File: src/design/ezr_pkg.sv
// ezr_pkg: shared constants, types and helper functions for the euler zyx
// to rotation matrix core; no dependencies
`default_nettype none
package ezr_pkg;
    localparam int IN_W         = 16;
    localparam int IN_FRAC      = 13;
    localparam int WORK_FRAC    = 30;
    localparam int WORK_W       = 33;
    localparam int OUT_W        = 16;
    localparam int MAX_STEPS    = 24;
    localparam int DEF_STEPS    = 16;
    localparam int DEF_ANGLE_W  = 16;
    localparam int HALF_PI_IN   = 12868;
    localparam int PI_IN        = 25736;
    localparam longint GAIN_LIMIT = 64'sd652032874;
    localparam longint GAIN_TAIL  = 64'sd434688583;
    localparam int ONE_OUT      = 16384;
    localparam int QUEUE_DEPTH  = 4;

    typedef logic signed [WORK_W-1:0] t_work;

    typedef struct packed {
        logic signed [IN_W-1:0] yaw;
        logic signed [IN_W-1:0] pitch;
        logic signed [IN_W-1:0] roll;
    } t_angles;

    function automatic longint atan_entry(input int i);
        longint tab [MAX_STEPS];
        tab = '{64'd843314857, 64'd497837829, 64'd263043837, 64'd133525159,
                64'd67021687, 64'd33543516, 64'd16775851, 64'd8388437,
                64'd4194283, 64'd2097149, 64'd1048576, 64'd524288, 64'd262144,
                64'd131072, 64'd65536, 64'd32768, 64'd16384, 64'd8192,
                64'd4096, 64'd2048, 64'd1024, 64'd512, 64'd256, 64'd128};
        return tab[i];
    endfunction

    // atan(2^-i) rounded half up to afrac fraction bits
    function automatic longint atan_scaled(input int i, input int afrac);
        int s;
        s = WORK_FRAC - afrac;
        if (s == 0) return atan_entry(i);
        return (atan_entry(i) + (64'sd1 <<< (s - 1))) >>> s;
    endfunction

    // fixed point product of two 30-fraction values, rounded half up
    function automatic t_work fmul(input t_work a, input t_work b);
        logic signed [2*WORK_W-1:0] p;
        p = a * b + (66'sd1 <<< (WORK_FRAC - 1));
        return t_work'(p >>> WORK_FRAC);
    endfunction

    // round to 14 fraction bits and saturate to plus or minus one
    function automatic logic signed [OUT_W-1:0] to_out(input logic signed [WORK_W+1:0] v);
        logic signed [WORK_W+1:0] r;
        r = (v + (35'sd1 <<< (WORK_FRAC - 15))) >>> (WORK_FRAC - 14);
        if (r > ONE_OUT) return OUT_W'(ONE_OUT);
        if (r < -ONE_OUT) return OUT_W'(-ONE_OUT);
        return r[OUT_W-1:0];
    endfunction
endpackage
`default_nettype wire

File: src/design/ezr_queue.sv
// ezr_queue: short fifo of sine and cosine sets between front and back
// depends on ezr_pkg
`default_nettype none
module ezr_queue (
    input  wire logic           i_clk,
    input  wire logic           i_rst_n,
    input  wire logic           i_push,
    input  wire ezr_pkg::t_work i_d [6],
    input  wire logic           i_pop,
    output logic                o_valid,
    output logic [$clog2(ezr_pkg::QUEUE_DEPTH):0] o_count,
    output ezr_pkg::t_work      o_d [6]
);
    import ezr_pkg::*;
    localparam int AW = $clog2(QUEUE_DEPTH);

    t_work        r_mem [QUEUE_DEPTH][6];
    logic [AW-1:0] r_wp, r_rp;
    logic [AW:0]   r_cnt;

    always_ff @(posedge i_clk) begin
        if (i_push) r_mem[r_wp] <= i_d;
    end

    always_ff @(posedge i_clk) begin
        if (!i_rst_n) begin
            r_wp <= '0; r_rp <= '0; r_cnt <= '0;
        end else begin
            if (i_push) r_wp <= r_wp + 1'b1;
            if (i_pop)  r_rp <= r_rp + 1'b1;
            r_cnt <= r_cnt + (AW+1)'(i_push) - (AW+1)'(i_pop);
        end
    end

    assign o_valid = (r_cnt != '0);
    assign o_count = r_cnt;
    assign o_d     = r_mem[r_rp];
endmodule
`default_nettype wire

File: config.mk
export PLATFORM = sky130hd
export DESIGN_NAME = ezr_queue
export DESIGN_NICKNAME = d
export VERILOG_FILES = /design/src/design/ezr_pkg.sv /design/src/design/ezr_queue.sv
export SDC_FILE = /design/constraint.sdc
export NUM_CORES = 1
export LEC_CHECK = 0
export BUFFER_PORTS_ARGS = -buffer_cell sky130_fd_sc_hd__buf_2
export CORE_AREA = 2 2 331 300
export CTS_BUF_LIST = sky130_fd_sc_hd__clkbuf_8 sky130_fd_sc_hd__clkbuf_16
export CTS_CLUSTER_DIAMETER = 120
export CTS_CLUSTER_SIZE = 8
export DETAILED_ROUTE_END_ITERATION = 12
export DIE_AREA = 0 0 333 302
export PLACE_DENSITY_LB_ADDON = 0.15
export SLEW_MARGIN = 20
export SYNTH_ARGS = -nofsm -noshare
export SYNTH_HDL_FRONTEND = slang
export SYNTH_SLANG_ARGS = --single-unit
File: constraint.sdc
create_clock -name i_clk -period 8.9 [get_ports i_clk]
set_clock_uncertainty 0.05 [all_clocks]
set_input_delay 1.78 -clock i_clk [delete_from_list [all_inputs] [get_ports i_clk]]
set_output_delay 1.78 -clock i_clk [all_outputs]
set_load 0.005 [all_outputs]
==> run_results.csv, run 1 <==
group,metric,value,unit
sta,min_period,4.97,ns
pwr,finalPower,8.74,mW
cts,hold_buffers,0,
routing,num_vias,13000,
placement,gp_congestion,0.695,
sta,maxSlewHeadroom,0.270,
cts,cts_buffers,110,
floorplan,coreArea,0.0974,mm^2
sta,setup_tns,0,ns
placement,dp_slack,4.52,ns
final_layout,multi_input_comb_area,0.00470,mm^2
worst_hold_path,hp-start,"r_rp[0]",
final_layout,nFillCells,8992,
final_layout,seq_area,0.0240,mm^2
pwr,peakVddDrop,0.142,mV
placement,dp_hpwl,36200,um
floorplan,die_w,333,um
global_route,track_usage,0.125,
synthesis,ys_warn_count,0,
final_layout,drive_gt1_frac,0.468,
global_route,grt_pass1_wl,93300,um
placement,port_buffers,403,
worst_setup_path,crit_fanout,62,
synthesis,ys_seq_area_frac,0.827,
global_route,grt_pass1_vias,14200,
sta,tightest_slew,1.09,ns
synthesis,synthCells,1076,
synthesis,synth_top_area_cell,"edfxtp_1",
synthesis,synth_cell_types,19,
synthesis,avgSynthCellArea,26.9,um^2
global_route,grt-ovfl-total,0,
worst_setup_path,worstPathRequired,7.07,ns
synthesis,synth_nets,1285,
sta,hold_violations,0,
routing,drt_iter0_drc,638,
pwr,p_leak,11.7,nW
synthesis,ys_ff_latch,801,
cts,insertion_delay,0.68,ns
worst_setup_path,worstSetupPathType,"reg -> out",
global_route,grt_max_degree,117,
sta,report.final.slew_viol_count,0,
worst_setup_path,crit_path_end_kind,"primary output",
final_layout,nets,1768,
cts,clockBufferDepth,3,
worst_hold_path,holdCritPathClass,"reg -> reg",
worst_setup_path,critPathLaunchType,"flip-flop",
sta,setup_violations,0,
sta,fmax,201,MHz
cts,cts_tree,"done",
sta,timing.hold.ws,0.486,ns
synthesis,synth_area_leaders,"edfxtp_1 82%, mux4_2 15%, dfxtp_1 0.62%",
floorplan,num_rows,109,
cts,cts.sinks,801,
floorplan,dieHeight,302,um
floorplan,io_pins,404,
routing,antenna_left,0,
routing,routedWlPerCell,22.2,um
floorplan,initial_utilization,0.298,
pwr,powerDensity,247,mW/mm^2
cts,post-cts-setup-buffers,0,
final_layout,final_common_cell,"edfxtp_1",
synthesis,syn_area,0.0290,mm^2
final_layout,layout_common_cells,"792 x edfxtp_1, 403 x buf_2, 198 x mux4_2",
floorplan,die-area,0.101,mm^2
cts,root_buffer,"clkbuf_16",
worst_setup_path,arrival,3.14,ns
flow_run,cap_violations,0,
global_route,antenna_found_initial,21,
cts,postCtsResizedCells,0,
outcome,status,"finished, final reports clean",
sta,setup_ws,3.93,ns
routing,drt-vias-per-instance,4.53,
final_layout,area_growth,22.3,%
cts,cts-htree-levels,3,
routing,dr.pass1.iters,5,
routing,drc,0,
routing,drt-total-wl,63400,um
sta,rsz0062_at_grt,"no",
synthesis,synth_top_area_frac,0.821,
cts,path_clk_slew,0.05,ns
sta,period_share,0.558,
worst_setup_path,r2r_start,"r_wp[0]",
[synthesized netlist by cell type]
| library cell | instances |
|---|---|
| ha_1 | 6 |
| mux2i_1 | 1 |
| buf_6 | 15 |
| a21oi_1 | 1 |
| mux4_2 | 198 |
| fa_1 | 1 |
| nand3b_1 | 1 |
| and2_1 | 6 |
| or3_1 | 1 |
| edfxtp_1 | 792 |
| inv_1 | 7 |
| xor3_1 | 1 |
| buf_2 | 22 |
| clkbuf_1 | 6 |
| dfxtp_1 | 9 |
| nor2_1 | 5 |
| buf_1 | 1 |
| a21bo_2 | 1 |
| xnor2_1 | 2 |
[final cells by class]
type,count,share of cell area
multi-input combinational,224,0.133
clock buffer,111,0.0784
tap,1276,0.0451
sequential,801,0.676
antenna,7,0.000494
inverter,7,0.000741
clock inverter,20,0.00427
timing repair buffer,415,0.0619
[power by group]
group	leakage [nW]	internal, mW	switching (mW)	total [mW]
registers	7.35	4.35	0.0484	4.40
logic	2.90	0.341	0.377	0.718
clock network	1.48	2.18	1.44	3.62
[critical path: stages, from the launching register on]
cell	delay, ns
dfxtp_4	0.87
buf_4	0.88
mux4_2	0.47
buf_2	0.16
[path summary, 6_finish.rpt]
kind / end / slack (ns) / cells after the start
max: o_d[171] / 3.93 / 3
min: flip-flop / 0.49 / 2
max reg2reg: r_mem[2][83] / 6.45 / 4
min reg2reg: flip-flop / 0.49 / 2
[cells by family after synthesis]
group,after synthesis,share of synthesized area
DFF,801,0.827
AOI/OAI and AO/OA,2,0.000518
and+or+nand+nor,13,0.00242
buffers and inverters,51,0.0114
muxes,199,0.154
adders and majority gates,7,0.00328
xor gates and xnor gates,3,0.00142
[registers in the layout, summed over array words and instances (netlist names), named ones only]
register  flops
o_count       3
r_mem       792
r_rp          2
r_wp          2
[per-stage QoR]
step           cells  area (um^2)   util
2_1_floorplan   1076        29000      -
3_3_place_gp    2723        32500  0.334
3_5_place_dp    2723        32500  0.334
4_1_cts         2854        35400  0.364
5_1_grt         2856        35400  0.364
6_report        2861        35400  0.364
[metal layers]
layer  up-vias  track usage  wire length, um
li1       5622            -                -
met1      6788        0.153            25700
met2       387        0.201            30600
met3       127       0.0562             5510
met4        30       0.0368             1420
met5         -            0              175
(Power assumes the default switching activity.)
==> run 2: changes to the inputs <==
- clock period: 8.9 -> 5.1 ns (I/O delays scaled with it)
==> run 2 against run 1 <==
Compared with the run above:
- clock-buffer cell count increased by 1
- via count up 1.3%
- largest cell class unchanged
- sequential cell count unchanged
- cell area is 1.0% higher
- cell count increased by 0.94%
- largest power group unchanged
==> run_results.csv, run 2 (synthesis gave the netlist of run 1 again) <==
group,metric,value,unit
final_layout,area_growth,23.5,%
worst_hold_path,hp-start,"r_wp[0]",
pwr,clkPwrFrac,0.415,
worst_setup_path,worstSetupPathType,"reg -> out",
worst_setup_path,crit_path_end_kind,"primary output",
pwr,powerDensity,429,mW/mm^2
routing,antenna_left,0,
floorplan,initial_utilization,0.298,
pwr,peakVddDrop,0.277,mV
worst_setup_path,worstReg2RegEnd,"r_mem[2][163]",
cts,clockBufferDepth,3,
final_layout,largest_register_ffs,792,
worst_setup_path,crit_fanout,32,
worst_setup_path,cpPeakStageDelay,0.85,ns
floorplan,die-area,0.101,mm^2
pwr,p_comb_frac,0.085,
routing,num_vias,13100,
cts,insertion_delay,0.67,ns
worst_setup_path,path_cells,"buf_4 > mux4_2 > buf_2",
placement,port_buffers,403,
sta,min_period,3.86,ns
global_route,grt-ovfl-total,0,
worst_hold_path,holdCritPathClass,"reg -> reg",
final_layout,final_common_cell,"edfxtp_1",
global_route,grt_max_degree,52,
floorplan,die_w,333,um
cts,postCtsResizedCells,0,
worst_setup_path,slowest_stage,"dfxtp_4",
worst_setup_path,reg2reg_slack,2.81,ns
worst_hold_path,whs_endpoint,"r_wp[0]",
pwr,p_leak,11.9,nW
cts,cts_tree,"done",
worst_setup_path,critPathLaunchType,"flip-flop",
sta,tightest_slew,1.02,ns
sta,period_share,0.756,
sta,rsz0062_at_grt,"no",
final_layout,drive_gt1_frac,0.479,
pwr,switching_share,0.216,
placement,dp_hpwl,40300,um
cts,hold_buffers,0,
routing,drc,0,
sta,setup_violations,0,
routing,drt-total-wl,66300,um
routing,drt-vias-per-instance,4.54,
pwr,internal_power,12.1,mW
global_route,grt_pass1_wl,97000,um
routing,dr.pass1.iters,6,
pwr,power_frac_seq,0.500,
worst_setup_path,arrival,2.79,ns
global_route,antenna_found_initial,16,
cts,path_clk_slew,0.05,ns
final_layout,layoutNonFillerInstCount,2888,
global_route,grt_pass1_vias,14400,
placement,dpl-instance-area,0.0328,mm^2
final_layout,layout_common_cells,"792 x edfxtp_1, 403 x buf_2, 198 x mux4_2",
cts,cts_buffers,110,
floorplan,num_rows,109,
worst_setup_path,r2r_start,"r_wp[0]",
final_layout,nets,1801,
floorplan,coreArea,0.0974,mm^2
sta,setup_tns,0,ns
sta,report.final.slew_viol_count,0,
floorplan,io_pins,404,
final_layout,fin_area,0.0358,mm^2
cts,cts.sinks,801,
pwr,p_sw,3.32,mW
floorplan,dieHeight,302,um
worst_setup_path,r2r_cells,4,
worst_setup_path,worstPathRequired,4.03,ns
outcome,status,"finished, final reports clean",
sta,maxSlewHeadroom,0.320,
cts,root_buffer,"clkbuf_16",
flow_run,cap_violations,0,
routing,routedWlPerCell,23.0,um
cts,cts-htree-levels,3,
cts,post-cts-setup-buffers,0,
final_layout,fin_util,0.368,
placement,place_inst,2756,
sta,fmax,259,MHz
placement,gp_congestion,0.691,
sta,hold_violations,0,
routing,drt_iter0_drc,761,
global_route,track_usage,0.132,
final_layout,top_register,"r_mem",
worst_hold_path,holdPathStages,2,
## run 2: area by class of cell
class / count / area, um^2
fill: 8965 / 61600
sequential: 801 / 24000
multi-input combinational: 224 / 4700
clock buffer: 112 / 2800
timing repair buffer: 448 / 2550
tap: 1276 / 1600
clock inverter: 19 / 143
inverter: 7 / 26.3
antenna: 1 / 2.50
## run 2: worst max path at each step
stage          startpoint           to  slack [ns]
6_report        flip-flop     o_d[163]        1.24
3_5_place_dp    flip-flop     o_d[163]        1.79
3_3_place_gp    flip-flop     o_d[163]        1.78
5_1_grt         flip-flop     o_d[163]        0.95
2_1_floorplan      i_push  r_mem[1][0]        1.16
4_1_cts         flip-flop     o_d[163]        1.03
## run 2: power groups by stage
stage | Sequential [mW] | Clock [mW] | Combinational, mW
floorplan | 7.78 | 0 | 0.702
global placement | 7.79 | 0 | 1.35
detailed placement | 7.81 | 0 | 1.36
CTS | 7.69 | 6.62 | 1.36
global route | 7.70 | 6.87 | 1.43
finish | 7.68 | 6.38 | 1.31
## run 2: metal layers
metal | vias up | wire length (um) | global-route usage | share of wire
met3 | 132 | 4870 | 0.0512 | 0.074
met2 | 367 | 32000 | 0.210 | 0.48
met4 | 28 | 1610 | 0.0393 | 0.024
met5 | - | 171 | 0 | 0.0026
li1 | 5685 | - | - | -
met1 | 6906 | 27700 | 0.167 | 0.42
## run 2: critical path: cells and delay by family (launching register included)
| family | cells | cell delay [ns] |
|---|---|---|
| buf+inv | 2 | 0.58 |
| flops | 1 | 0.85 |
| mux | 1 | 0.65 |
## run 2: stage by stage
step	power [mW]	hold slack (ns)	setup slack, ns
final	15.4	0.506	1.24
after global routing	16.0	0.446	0.950
after CTS	15.7	0.432	1.03
after detailed placement	9.17	0.502	1.79
after global placement	9.14	0.453	1.78
after floorplan	8.48	0.449	1.16
